$ cat src/dat_pkg.sv
// Shared types and constants for the delivery ack tracker.
package dat_pkg;

    localparam logic [2:0] FUNC_SEND = 3'd0;
    localparam logic [2:0] FUNC_RECV = 3'd1;
    localparam logic [2:0] FUNC_EMIT = 3'd2;
    localparam logic [2:0] FUNC_ACK  = 3'd3;
    localparam logic [2:0] FUNC_TICK = 3'd4;

    localparam logic [1:0] KIND_DONE = 2'd0;
    localparam logic [1:0] KIND_OK   = 2'd1;
    localparam logic [1:0] KIND_FAIL = 2'd2;

    localparam logic [31:0] ACK_TIMEOUT_RESET = 32'd60000;
    localparam logic [15:0] LEN_MAX = 16'hFFFF;

    // Sequence width; the word fields carry exactly this many bits.
    localparam int SEQ_BITS = 16;

    typedef struct packed {
        logic [2:0]  func;
        logic [15:0] rx_seq;
        logic        ack_present;
        logic [15:0] ack_first;
        logic [15:0] ack_len;
        logic [31:0] now;
    } t_in_word;

    typedef struct packed {
        logic [1:0]  kind;
        logic [15:0] seq_out;
        logic        accepted;
        logic        has_acks;
        logic [15:0] range_first;
        logic [15:0] range_len;
        logic        overflow;
        logic [31:0] dispatched_total;
        logic [31:0] delivered_total;
        logic [31:0] dropped_total;
        logic        last;
    } t_out_word;

endpackage

$ cat src/dat_cmp.sv
// Shared compare unit: one wide unsigned less-than and equality per cycle.
module dat_cmp (
    input  logic [32:0] i_a,
    input  logic [32:0] i_b,
    output logic        o_lt,
    output logic        o_eq
);
    assign o_lt = i_a < i_b;
    assign o_eq = i_a == i_b;
endmodule

$ cat src/delivery_ack_tracker.sv
// Top level of the delivery ack tracker: sequencer, queues and counters.
//
// Delivery ack tracker. One input word is taken when the block is idle, and the block is
// not ready again until the completion word (last=1) of that item has been taken. A send,
// receive, emit or unused code steps through accept, memory read, compare and result,
// completion taken. An ack-receive or tick item walks the in-flight queue from its head;
// each walk step is read, compare on the single shared comparator, then notice or cursor
// move, and output stalls can hold a notice or the completion word. A cursor jump to a
// later head is a step without a notice, and a tick that stops at a live entry ends after
// that last check in the notice state. Both queues live in memories with registered
// reads; their contents are undefined until written and no clearing pass is needed. The
// ack timeout register is written on its own channel while the block is idle, and a
// timeout write wins over an input word offered in the same cycle; the walk's timeout
// limit is now - ack_timeout, and a tick with now below the timeout retires nothing.
module delivery_ack_tracker #(
    parameter int FLIGHT_DEPTH = 32,
    parameter int PEND_DEPTH   = 16
) (
    input  logic               i_clk,
    input  logic               i_rst_n,
    input  logic               i_valid,
    output logic               o_ready,
    input  dat_pkg::t_in_word  i_data,
    output logic               o_valid,
    input  logic               i_ready,
    output dat_pkg::t_out_word o_data,
    input  logic               i_cfg_valid,
    output logic               o_cfg_ready,
    input  logic [31:0]        i_cfg_data
);
    localparam int SEQ_BITS = dat_pkg::SEQ_BITS;
    localparam int FW = $clog2(FLIGHT_DEPTH);
    localparam int PW = $clog2(PEND_DEPTH);

    localparam logic [2:0] S_IDLE = 3'd0;
    localparam logic [2:0] S_READ = 3'd1;
    localparam logic [2:0] S_EVAL = 3'd2;
    localparam logic [2:0] S_NOTE = 3'd3;
    localparam logic [2:0] S_DONE = 3'd4;
    localparam logic [2:0] S_WAIT = 3'd5;

    logic [2:0] r_state;
    dat_pkg::t_in_word r_in;
    logic [31:0] r_timeout;
    logic [SEQ_BITS-1:0] r_send_seq, r_exp_seq;
    logic [FW-1:0] r_fhead;
    logic [FW:0]   r_fused;
    logic [PW-1:0] r_phead;
    logic [PW:0]   r_pused;
    logic [31:0] r_sent, r_ok, r_fail;
    logic [32:0] r_cur, r_end;
    logic [31:0] r_limit;
    logic r_out_valid;
    dat_pkg::t_out_word r_out;

    // Memories, registered reads.
    logic [SEQ_BITS-1:0] m_fseq  [FLIGHT_DEPTH];
    logic [31:0]         m_ftime [FLIGHT_DEPTH];
    logic [15:0]         m_pfirst[PEND_DEPTH];
    logic [15:0]         m_plen  [PEND_DEPTH];
    logic [SEQ_BITS-1:0] r_fseq_rd;
    logic [31:0]         r_ftime_rd;
    logic [15:0]         r_pfirst_rd, r_plen_rd;

    // Queue pointers wrap at the depth, which need not be a power of two.
    logic [FW:0]   f_sum;
    logic [FW-1:0] f_tail, f_head_nx;
    logic [PW:0]   p_sum, p_lsum;
    logic [PW-1:0] p_last, p_tail, p_rd_addr, p_head_nx;
    assign f_sum = (FW+1)'(r_fhead) + r_fused;
    assign f_tail = (f_sum >= (FW+1)'(FLIGHT_DEPTH)) ?
                    FW'(f_sum - (FW+1)'(FLIGHT_DEPTH)) : FW'(f_sum);
    assign f_head_nx = (r_fhead == FW'(FLIGHT_DEPTH - 1)) ? '0 : r_fhead + 1'b1;
    assign p_sum = (PW+1)'(r_phead) + r_pused;
    assign p_lsum = p_sum - 1'b1;
    assign p_tail = (p_sum >= (PW+1)'(PEND_DEPTH)) ?
                    PW'(p_sum - (PW+1)'(PEND_DEPTH)) : PW'(p_sum);
    assign p_last = (p_lsum >= (PW+1)'(PEND_DEPTH)) ?
                    PW'(p_lsum - (PW+1)'(PEND_DEPTH)) : PW'(p_lsum);
    assign p_head_nx = (r_phead == PW'(PEND_DEPTH - 1)) ? '0 : r_phead + 1'b1;
    assign p_rd_addr = (r_in.func == dat_pkg::FUNC_EMIT) ? r_phead : p_last;

    // Shared comparator; operands depend on the item.
    logic [32:0] c_a, c_b;
    logic c_lt, c_eq;
    always_comb begin
        unique case (r_in.func)
            dat_pkg::FUNC_ACK: begin
                c_a = 33'(r_fseq_rd);
                c_b = r_cur;
            end
            dat_pkg::FUNC_TICK: begin
                // entry check in the notice step, now against the timeout elsewhere
                if (r_state == S_NOTE) begin
                    c_a = 33'(r_ftime_rd);
                    c_b = 33'(r_limit);
                end else begin
                    c_a = 33'(r_in.now);
                    c_b = 33'(r_timeout);
                end
            end
            dat_pkg::FUNC_RECV: begin
                c_a = 33'(r_pfirst_rd) + 33'(r_plen_rd);
                c_b = 33'(r_in.rx_seq[SEQ_BITS-1:0]);
            end
            default: begin
                c_a = 33'(r_in.now);
                c_b = 33'(r_timeout);
            end
        endcase
    end
    dat_cmp u_cmp (.i_a(c_a), .i_b(c_b), .o_lt(c_lt), .o_eq(c_eq));

    assign o_ready     = (r_state == S_IDLE) && !i_cfg_valid;
    assign o_cfg_ready = (r_state == S_IDLE);
    assign o_valid     = r_out_valid;
    assign o_data      = r_out;

    logic out_free;
    assign out_free = !r_out_valid || i_ready;

    logic walk_more;
    assign walk_more = (r_fused != '0) && (r_in.func == dat_pkg::FUNC_TICK ||
                       (r_cur < r_end));

    always_ff @(posedge i_clk) begin
        r_fseq_rd   <= m_fseq[r_fhead];
        r_ftime_rd  <= m_ftime[r_fhead];
        r_pfirst_rd <= m_pfirst[p_rd_addr];
        r_plen_rd   <= m_plen[p_rd_addr];
    end

    always_ff @(posedge i_clk) begin
        if (!i_rst_n) begin
            r_state <= S_IDLE;
            r_timeout <= dat_pkg::ACK_TIMEOUT_RESET;
            r_send_seq <= '0;
            r_exp_seq <= '0;
            r_fhead <= '0;
            r_fused <= '0;
            r_phead <= '0;
            r_pused <= '0;
            r_sent <= '0;
            r_ok <= '0;
            r_fail <= '0;
            r_out_valid <= 1'b0;
        end else begin
            if (r_out_valid && i_ready) begin
                r_out_valid <= 1'b0;
            end
            if (i_cfg_valid && o_cfg_ready) begin
                r_timeout <= i_cfg_data;
            end
            unique case (r_state)
                S_IDLE: begin
                    if (i_valid && o_ready) begin
                        r_in <= i_data;
                        r_cur <= 33'(i_data.ack_first[SEQ_BITS-1:0]);
                        r_end <= 33'(i_data.ack_first[SEQ_BITS-1:0]) + 33'(i_data.ack_len);
                        r_limit <= i_data.now - r_timeout;
                        r_state <= S_READ;
                    end
                end
                S_READ: begin
                    // read data settles this cycle
                    r_state <= S_EVAL;
                end
                S_EVAL: begin
                    if (out_free) begin
                        r_out <= '0;
                        r_state <= S_WAIT;
                        r_out_valid <= 1'b1;
                        r_out.last <= 1'b1;
                        unique case (r_in.func)
                            dat_pkg::FUNC_SEND: begin
                                r_out.seq_out <= 16'(r_send_seq);
                                r_out.dispatched_total <= r_sent;
                                r_out.delivered_total <= r_ok;
                                r_out.dropped_total <= r_fail;
                                if (r_fused == (FW+1)'(FLIGHT_DEPTH)) begin
                                    r_out.overflow <= 1'b1;
                                end else begin
                                    m_fseq[f_tail] <= r_send_seq;
                                    m_ftime[f_tail] <= r_in.now;
                                    r_fused <= r_fused + 1'b1;
                                    r_send_seq <= r_send_seq + 1'b1;
                                    r_sent <= r_sent + 1'b1;
                                    r_out.dispatched_total <= r_sent + 1'b1;
                                end
                            end
                            dat_pkg::FUNC_RECV: begin
                                r_out.seq_out <= 16'(r_in.rx_seq[SEQ_BITS-1:0]);
                                r_out.dispatched_total <= r_sent;
                                r_out.delivered_total <= r_ok;
                                r_out.dropped_total <= r_fail;
                                if (r_in.rx_seq[SEQ_BITS-1:0] >= r_exp_seq) begin
                                    r_out.accepted <= 1'b1;
                                    r_exp_seq <= r_in.rx_seq[SEQ_BITS-1:0] + 1'b1;
                                    if (r_pused != '0 && c_eq &&
                                        r_plen_rd != dat_pkg::LEN_MAX) begin
                                        m_plen[p_last] <= r_plen_rd + 1'b1;
                                    end else if (r_pused == (PW+1)'(PEND_DEPTH)) begin
                                        r_out.overflow <= 1'b1;
                                    end else begin
                                        m_pfirst[p_tail] <= 16'(r_in.rx_seq[SEQ_BITS-1:0]);
                                        m_plen[p_tail] <= 16'd1;
                                        r_pused <= r_pused + 1'b1;
                                    end
                                end
                            end
                            dat_pkg::FUNC_EMIT: begin
                                r_out.dispatched_total <= r_sent;
                                r_out.delivered_total <= r_ok;
                                r_out.dropped_total <= r_fail;
                                if (r_pused != '0) begin
                                    r_out.has_acks <= 1'b1;
                                    r_out.range_first <= r_pfirst_rd;
                                    r_out.range_len <= r_plen_rd;
                                    r_phead <= p_head_nx;
                                    r_pused <= r_pused - 1'b1;
                                end
                            end
                            dat_pkg::FUNC_ACK, dat_pkg::FUNC_TICK: begin
                                // walk step: notice or advance, else finish;
                                // a tick goes on only while now >= timeout
                                r_out_valid <= 1'b0;
                                r_state <= S_DONE;
                                if (walk_more && (r_in.func == dat_pkg::FUNC_ACK ?
                                        r_in.ack_present : !c_lt)) begin
                                    r_state <= S_NOTE;
                                end
                            end
                            default: begin
                                r_out.dispatched_total <= r_sent;
                                r_out.delivered_total <= r_ok;
                                r_out.dropped_total <= r_fail;
                            end
                        endcase
                    end
                end
                S_NOTE: begin
                    // one entry of the walk; head read data is current
                    if (out_free) begin
                        r_out <= '0;
                        r_out.seq_out <= 16'(r_fseq_rd);
                        r_out.dispatched_total <= r_sent;
                        r_out.delivered_total <= r_ok;
                        r_out.dropped_total <= r_fail;
                        r_state <= S_DONE;
                        if (r_in.func == dat_pkg::FUNC_TICK) begin
                            if (c_lt) begin
                                r_out_valid <= 1'b1;
                                r_out.kind <= dat_pkg::KIND_FAIL;
                                r_out.dropped_total <= r_fail + 1'b1;
                                r_fail <= r_fail + 1'b1;
                                r_fhead <= f_head_nx;
                                r_fused <= r_fused - 1'b1;
                                r_state <= S_READ;
                            end
                        end else if (c_lt) begin
                            r_out_valid <= 1'b1;
                            r_out.kind <= dat_pkg::KIND_FAIL;
                            r_out.dropped_total <= r_fail + 1'b1;
                            r_fail <= r_fail + 1'b1;
                            r_fhead <= f_head_nx;
                            r_fused <= r_fused - 1'b1;
                            r_state <= S_READ;
                        end else if (c_eq) begin
                            r_out_valid <= 1'b1;
                            r_out.kind <= dat_pkg::KIND_OK;
                            r_out.delivered_total <= r_ok + 1'b1;
                            r_ok <= r_ok + 1'b1;
                            r_fhead <= f_head_nx;
                            r_fused <= r_fused - 1'b1;
                            r_cur <= r_cur + 1'b1;
                            r_state <= S_READ;
                        end else begin
                            r_cur <= 33'(r_fseq_rd);
                            r_state <= S_READ;
                        end
                    end
                end
                S_DONE: begin
                    if (out_free) begin
                        r_out <= '0;
                        r_out.dispatched_total <= r_sent;
                        r_out.delivered_total <= r_ok;
                        r_out.dropped_total <= r_fail;
                        r_out.last <= 1'b1;
                        r_out_valid <= 1'b1;
                        r_state <= S_WAIT;
                    end
                end
                S_WAIT: begin
                    // hold until the completion word is taken
                    if (r_out_valid && i_ready) begin
                        r_state <= S_IDLE;
                    end
                end
                default: r_state <= S_IDLE;
            endcase
        end
    end

    // Walk re-entry: after a notice the head moved, so the read state refetches it.
    // A tick compares now with the timeout in every EVAL and entry times in NOTE.

    a_ready_idle: assert property (@(posedge i_clk) disable iff (!i_rst_n)
        o_ready |-> !o_valid)
        else $error("ready while a word is pending");
    a_fused_bound: assert property (@(posedge i_clk) disable iff (!i_rst_n)
        r_fused <= (FW+1)'(FLIGHT_DEPTH))
        else $error("in-flight count beyond depth");
    a_pused_bound: assert property (@(posedge i_clk) disable iff (!i_rst_n)
        r_pused <= (PW+1)'(PEND_DEPTH))
        else $error("pending count beyond depth");
    a_last_idle: assert property (@(posedge i_clk) disable iff (!i_rst_n)
        (o_valid && i_ready && o_data.last) |=> (r_state == S_IDLE))
        else $error("not idle after completion word");

endmodule

$ cat config.mk
export PLATFORM = sky130hd
export DESIGN_NAME = delivery_ack_tracker
export DESIGN_NICKNAME = d
export VERILOG_FILES = /design/src/dat_pkg.sv /design/src/dat_cmp.sv /design/src/delivery_ack_tracker.sv
export SDC_FILE = /design/constraint.sdc
export NUM_CORES = 2
export LEC_CHECK = 0
export ABC_CLOCK_PERIOD_IN_PS = 10600
export BUFFER_PORTS_ARGS = -buffer_cell sky130_fd_sc_hd__buf_2
export CAP_MARGIN = 20
export CORE_ASPECT_RATIO = 1.2
export CORE_MARGIN = 3
export CORE_UTILIZATION = 50
export DETAILED_ROUTE_END_ITERATION = 16
export GPL_ROUTABILITY_DRIVEN = 0
export GPL_TIMING_DRIVEN = 0
export HOLD_SLACK_MARGIN = 0.02
export PLACE_DENSITY = 0.66
export SYNTH_ARGS = -nofsm -noshare
export SYNTH_HDL_FRONTEND = slang
export SYNTH_HIERARCHICAL = 1
export SYNTH_SLANG_ARGS = --single-unit
export TNS_END_PERCENT = 100
$ cat constraint.sdc
create_clock -name i_clk -period 10.6 [get_ports i_clk]
set_input_delay 1.06 -clock i_clk [delete_from_list [all_inputs] [get_ports i_clk]]
set_output_delay 1.06 -clock i_clk [all_outputs]
set_load 0.005 [all_outputs]
==> metrics.log <==
INFO  metric run_status = finished, final reports clean
INFO  metric ctsLongestPathBuffers = 3
INFO  metric unrepaired_setup_endpoints_after_global_routing = false
INFO  metric dp.final_hpwl = 217400 um
INFO  metric worst_setup_path_end_kind = flop
INFO  metric vdd_drop_max = 0.1746 mV
INFO  metric floorplan.io_pins = 274
INFO  metric multiInputGateArea = 30680 um2
INFO  metric clock_skews = 0.1079 ns
INFO  metric hold_slack = 0.3256 ns
INFO  metric finalInstanceArea = 124400 um2
INFO  metric cp_common_cell = sky130_fd_sc_hd__clkbuf_1
INFO  metric post_synth_instance_area = 107800 um2
INFO  metric static-leakage-power = 41.14 nW
INFO  metric timing.critical_path.fanout_max = 16
INFO  metric hold_path.class = in2reg
INFO  metric timing.critical_path.from_type = flop
INFO  metric port_buffers = 273
INFO  metric yosys_warnings = 6
INFO  metric area.sequential = 75310 um2
INFO  metric cts_repair_resize_count = 0
INFO  metric timing_worst_slew_pin_value = 1.224 ns
INFO  metric floorplan.rows = 186
INFO  metric floorplan.die.width = 429.9 um
INFO  metric fmax = 118.0 MHz
INFO  metric maxSlewViolCount = 0
INFO  metric drv_cap = 0
INFO  metric synth_sequential_area_ratio = 69.85%
INFO  metric clk_pin_slew_worst_paths = 0.07 ns
INFO  metric critPathMaxStageDelay = 0.79 ns
INFO  metric tritoncts_clock_tree = built
INFO  metric dieHeight = 514.7 um
INFO  metric number_of_antenna_violations_at_the_first_check_in_global_routing = 18
INFO  metric synth-seq-cells = 2596
INFO  metric finish.net_count = 7627
INFO  metric min_period_over_period = 79.97%
INFO  metric first_global_vias = 63160
INFO  metric syn_area_per_cell = 16.21 um2
INFO  metric power_density = 169.5 nW/um2
INFO  metric synthToLayoutAreaGrowth = 15.38%
INFO  metric starting_utilization_of_the_core_area = 50.31%
INFO  metric fillCellCount = 16080
INFO  metric drt-total-wl = 310500 um
INFO  metric synthTopCellsByCount = 2332 x sky130_fd_sc_hd__edfxtp_1, 580 x sky130_fd_sc_hd__nand2_1, 480 x sky130_fd_sc_hd__mux4_2, 276 x sky130_fd_sc_hd__clkbuf_1, 264 x sky130_fd_sc_hd__dfxtp_1
INFO  metric synth.net_count = 6935
INFO  metric max-slew-margin-rel = 18.40%
INFO  metric clkSinkCount = 2596
INFO  metric final_layout_size_suffix_gt1_share = 19.36%
INFO  metric setup_viol = 0
INFO  metric wire_per_inst = 29.93 um
INFO  metric cell_types_occupying_the_most_area_after_synthesis = sky130_fd_sc_hd__edfxtp_1 65%, sky130_fd_sc_hd__mux4_2 10%, sky130_fd_sc_hd__dfxtp_1 4.9%, sky130_fd_sc_hd__nand2_1 2.0%, sky130_fd_sc_hd__ha_1 1.8%
INFO  metric drc_markers = 0
INFO  metric synth.largest_area_cell = sky130_fd_sc_hd__edfxtp_1
INFO  metric grt_overflow = 0
INFO  metric crit_arrival = 9.01 ns
INFO  metric placeableCoreArea = 214300 um2
INFO  metric cp_slowest_cell = sky130_fd_sc_hd__nor2_2
INFO  metric total_cell_area_at_the_placement_stage = 115200 um2
INFO  metric clock-root-buffer = sky130_fd_sc_hd__clkbuf_16
INFO  metric via_per_inst = 6.209
INFO  metric synth_enable_flop_cells = 2332
INFO  metric cts.hold.buffers_added = 0
INFO  metric clock_insertion_delay_worst_skew = 0.92 ns
INFO  metric cts_made_buffers = 236
INFO  metric required_time_of_the_worst_setup_path = 11.13 ns
INFO  metric cp_num_buf_inv = 8
INFO  metric synthFlopType = sky130_fd_sc_hd__edfxtp_1
INFO  metric finalHoldViolCount = 0
INFO  metric drt_first_iter_violations = 7597
INFO  metric htree_num_levels = 4
INFO  metric worstPathCellList = nor2b_1 > and2_1 > clkbuf_1 > clkbuf_1 > clkbuf_1 > a222oi_1 > inv_1 > inv_1 > ha_1 > and4_1 > and4bb_2 > nand3_1 > nor2_1 > clkbuf_1 > o21ai_1 > o21ai_0 > nor4_2 > buf_6 > buf_2 > nand3_1 > a21o_1 > nor2_2
INFO  metric crit_family = simple AND/OR/NAND/NOR gates
INFO  metric post-synth-top-count-cell = sky130_fd_sc_hd__edfxtp_1
INFO  metric die_area = 221300 um2
INFO  metric timing_worst_setup_path_type = reg2reg
INFO  metric dr.pass1.iters = 10
INFO  metric fraction_of_synthesis_flops_using_an_asynchronous_set_or_reset_pin = 0%
INFO  metric period_needed = 8.477 ns
INFO  metric grt_pass1_wl = 442200 um
INFO  metric grt_usage = 27.71%
INFO  metric vias = 64430
INFO  metric synth_top_area_share = 64.94%
INFO  metric maximum_number_of_pins_on_one_net_before_global_route_repair = 59
INFO  metric synth_cells = 6650
INFO  metric post-cts-setup-buffer-count = 0
INFO  metric ant_nets = 0
INFO  metric netlist-cell-type-count = 90
-- registers in the layout (all words and copies together) (netlist names), 33 cells and up --
register / cells
m_plen: 256
o_data: 150
r_cur: 33
m_ftime: 1024
m_fseq: 512
m_pfirst: 256
r_in: 52
-- layer usage --
metal  GRT usage, %  part of all wire [%]  vias to the layer above
li1               -                     -                    27460
met1          36.07                    37                    32970
met2          45.77                    49                     3310
met3          4.465                   8.4                      683
met4          13.32                   5.6                        4
met5              0                0.0081                        -
-- cell type report --
| type | count | area share, % |
|---|---|---|
| antenna | 5 | 0.01006 |
| buffer | 373 | 1.202 |
| clock buffer | 305 | 5.126 |
| clock inverter | 142 | 1.143 |
| inverter | 169 | 0.5099 |
| multi-input combinational | 3512 | 24.66 |
| sequential | 2596 | 60.54 |
| tap | 2820 | 2.836 |
| timing repair buffer | 454 | 3.975 |
-- stage by stage --
step | std cells | utilization (%) | setup TNS [ns] | worst slack (ns) | power (W)
floorplan | 6650 | - | 0 | 1.803 | 0.01220
global placement | 9743 | 52.59 | -266.99 | -1.803 | 0.01267
detailed placement | 9861 | 53.76 | 0 | 2.314 | 0.01269
CTS | 10310 | 57.40 | 0 | 2.243 | 0.02112
global route | 10370 | 58.04 | 0 | 1.998 | 0.02166
finish | 10380 | 58.04 | 0 | 2.123 | 0.02109
-- worst paths after layout --
path	startpoint	end	slack (ns)	depth (start not counted)
worst min register to register	r_timeout[20]	r_timeout[20]	0.50	2
worst max register to register	r_in[83]	m_plen[3][5]	2.12	22
worst min-delay path	i_data[70]	r_in[70]	0.33	1
worst max-delay path	r_in[83]	m_plen[3][5]	2.12	22
-- cells by family (layout without fill, tap and decap cells) --
family / after synthesis / after routing / synth area share (%)
compound gates: 1084 / 1084 / 6.741
buf+inv: 542 / 1443 / 1.974
simple gates: 1474 / 1474 / 6.778
flops: 2596 / 2596 / 69.85
xor+xnor: 211 / 211 / 1.714
fa+ha+maj: 164 / 164 / 1.952
mux: 578 / 578 / 10.99
other cells: 1 / 6 / 0.003478
-- power by group --
part           leakage (nW)  switching (W)  internal, W
Clock                  3.79        0.00385      0.00471
Sequential             23.6       0.000120       0.0112
Combinational          13.7       0.000772     0.000403
-- cell usage in the layout (no fill, tap or decap), drive strengths merged, types with 22 or more instances in the layout --
| cell | synthesis | final |
|---|---|---|
| nand2 | 582 | 582 |
| nor2b | 70 | 70 |
| a21oi | 171 | 171 |
| a222oi | 44 | 44 |
| and2 | 232 | 232 |
| edfxtp | 2332 | 2332 |
| a211oi | 204 | 204 |
| nor3 | 38 | 38 |
| o21ai | 263 | 263 |
| inv | 169 | 174 |
| nand4 | 47 | 47 |
| or3 | 42 | 42 |
| ha | 157 | 157 |
| nand2b | 23 | 23 |
| a311oi | 33 | 33 |
| and3 | 60 | 60 |
| nand3 | 105 | 105 |
| buf | 97 | 551 |
| o31ai | 26 | 26 |
| clkbuf | 276 | 581 |
| dfxtp | 264 | 264 |
| mux2i | 49 | 49 |
| a21o | 41 | 41 |
| mux2 | 49 | 49 |
| a22o | 22 | 22 |
| xor2 | 72 | 72 |
| xnor2 | 139 | 139 |
| clkinv | 0 | 109 |
| mux4 | 480 | 480 |
| nor2 | 220 | 220 |
| a21boi | 63 | 63 |
| a31oi | 94 | 94 |
Power figures use the tool's default switching activity.
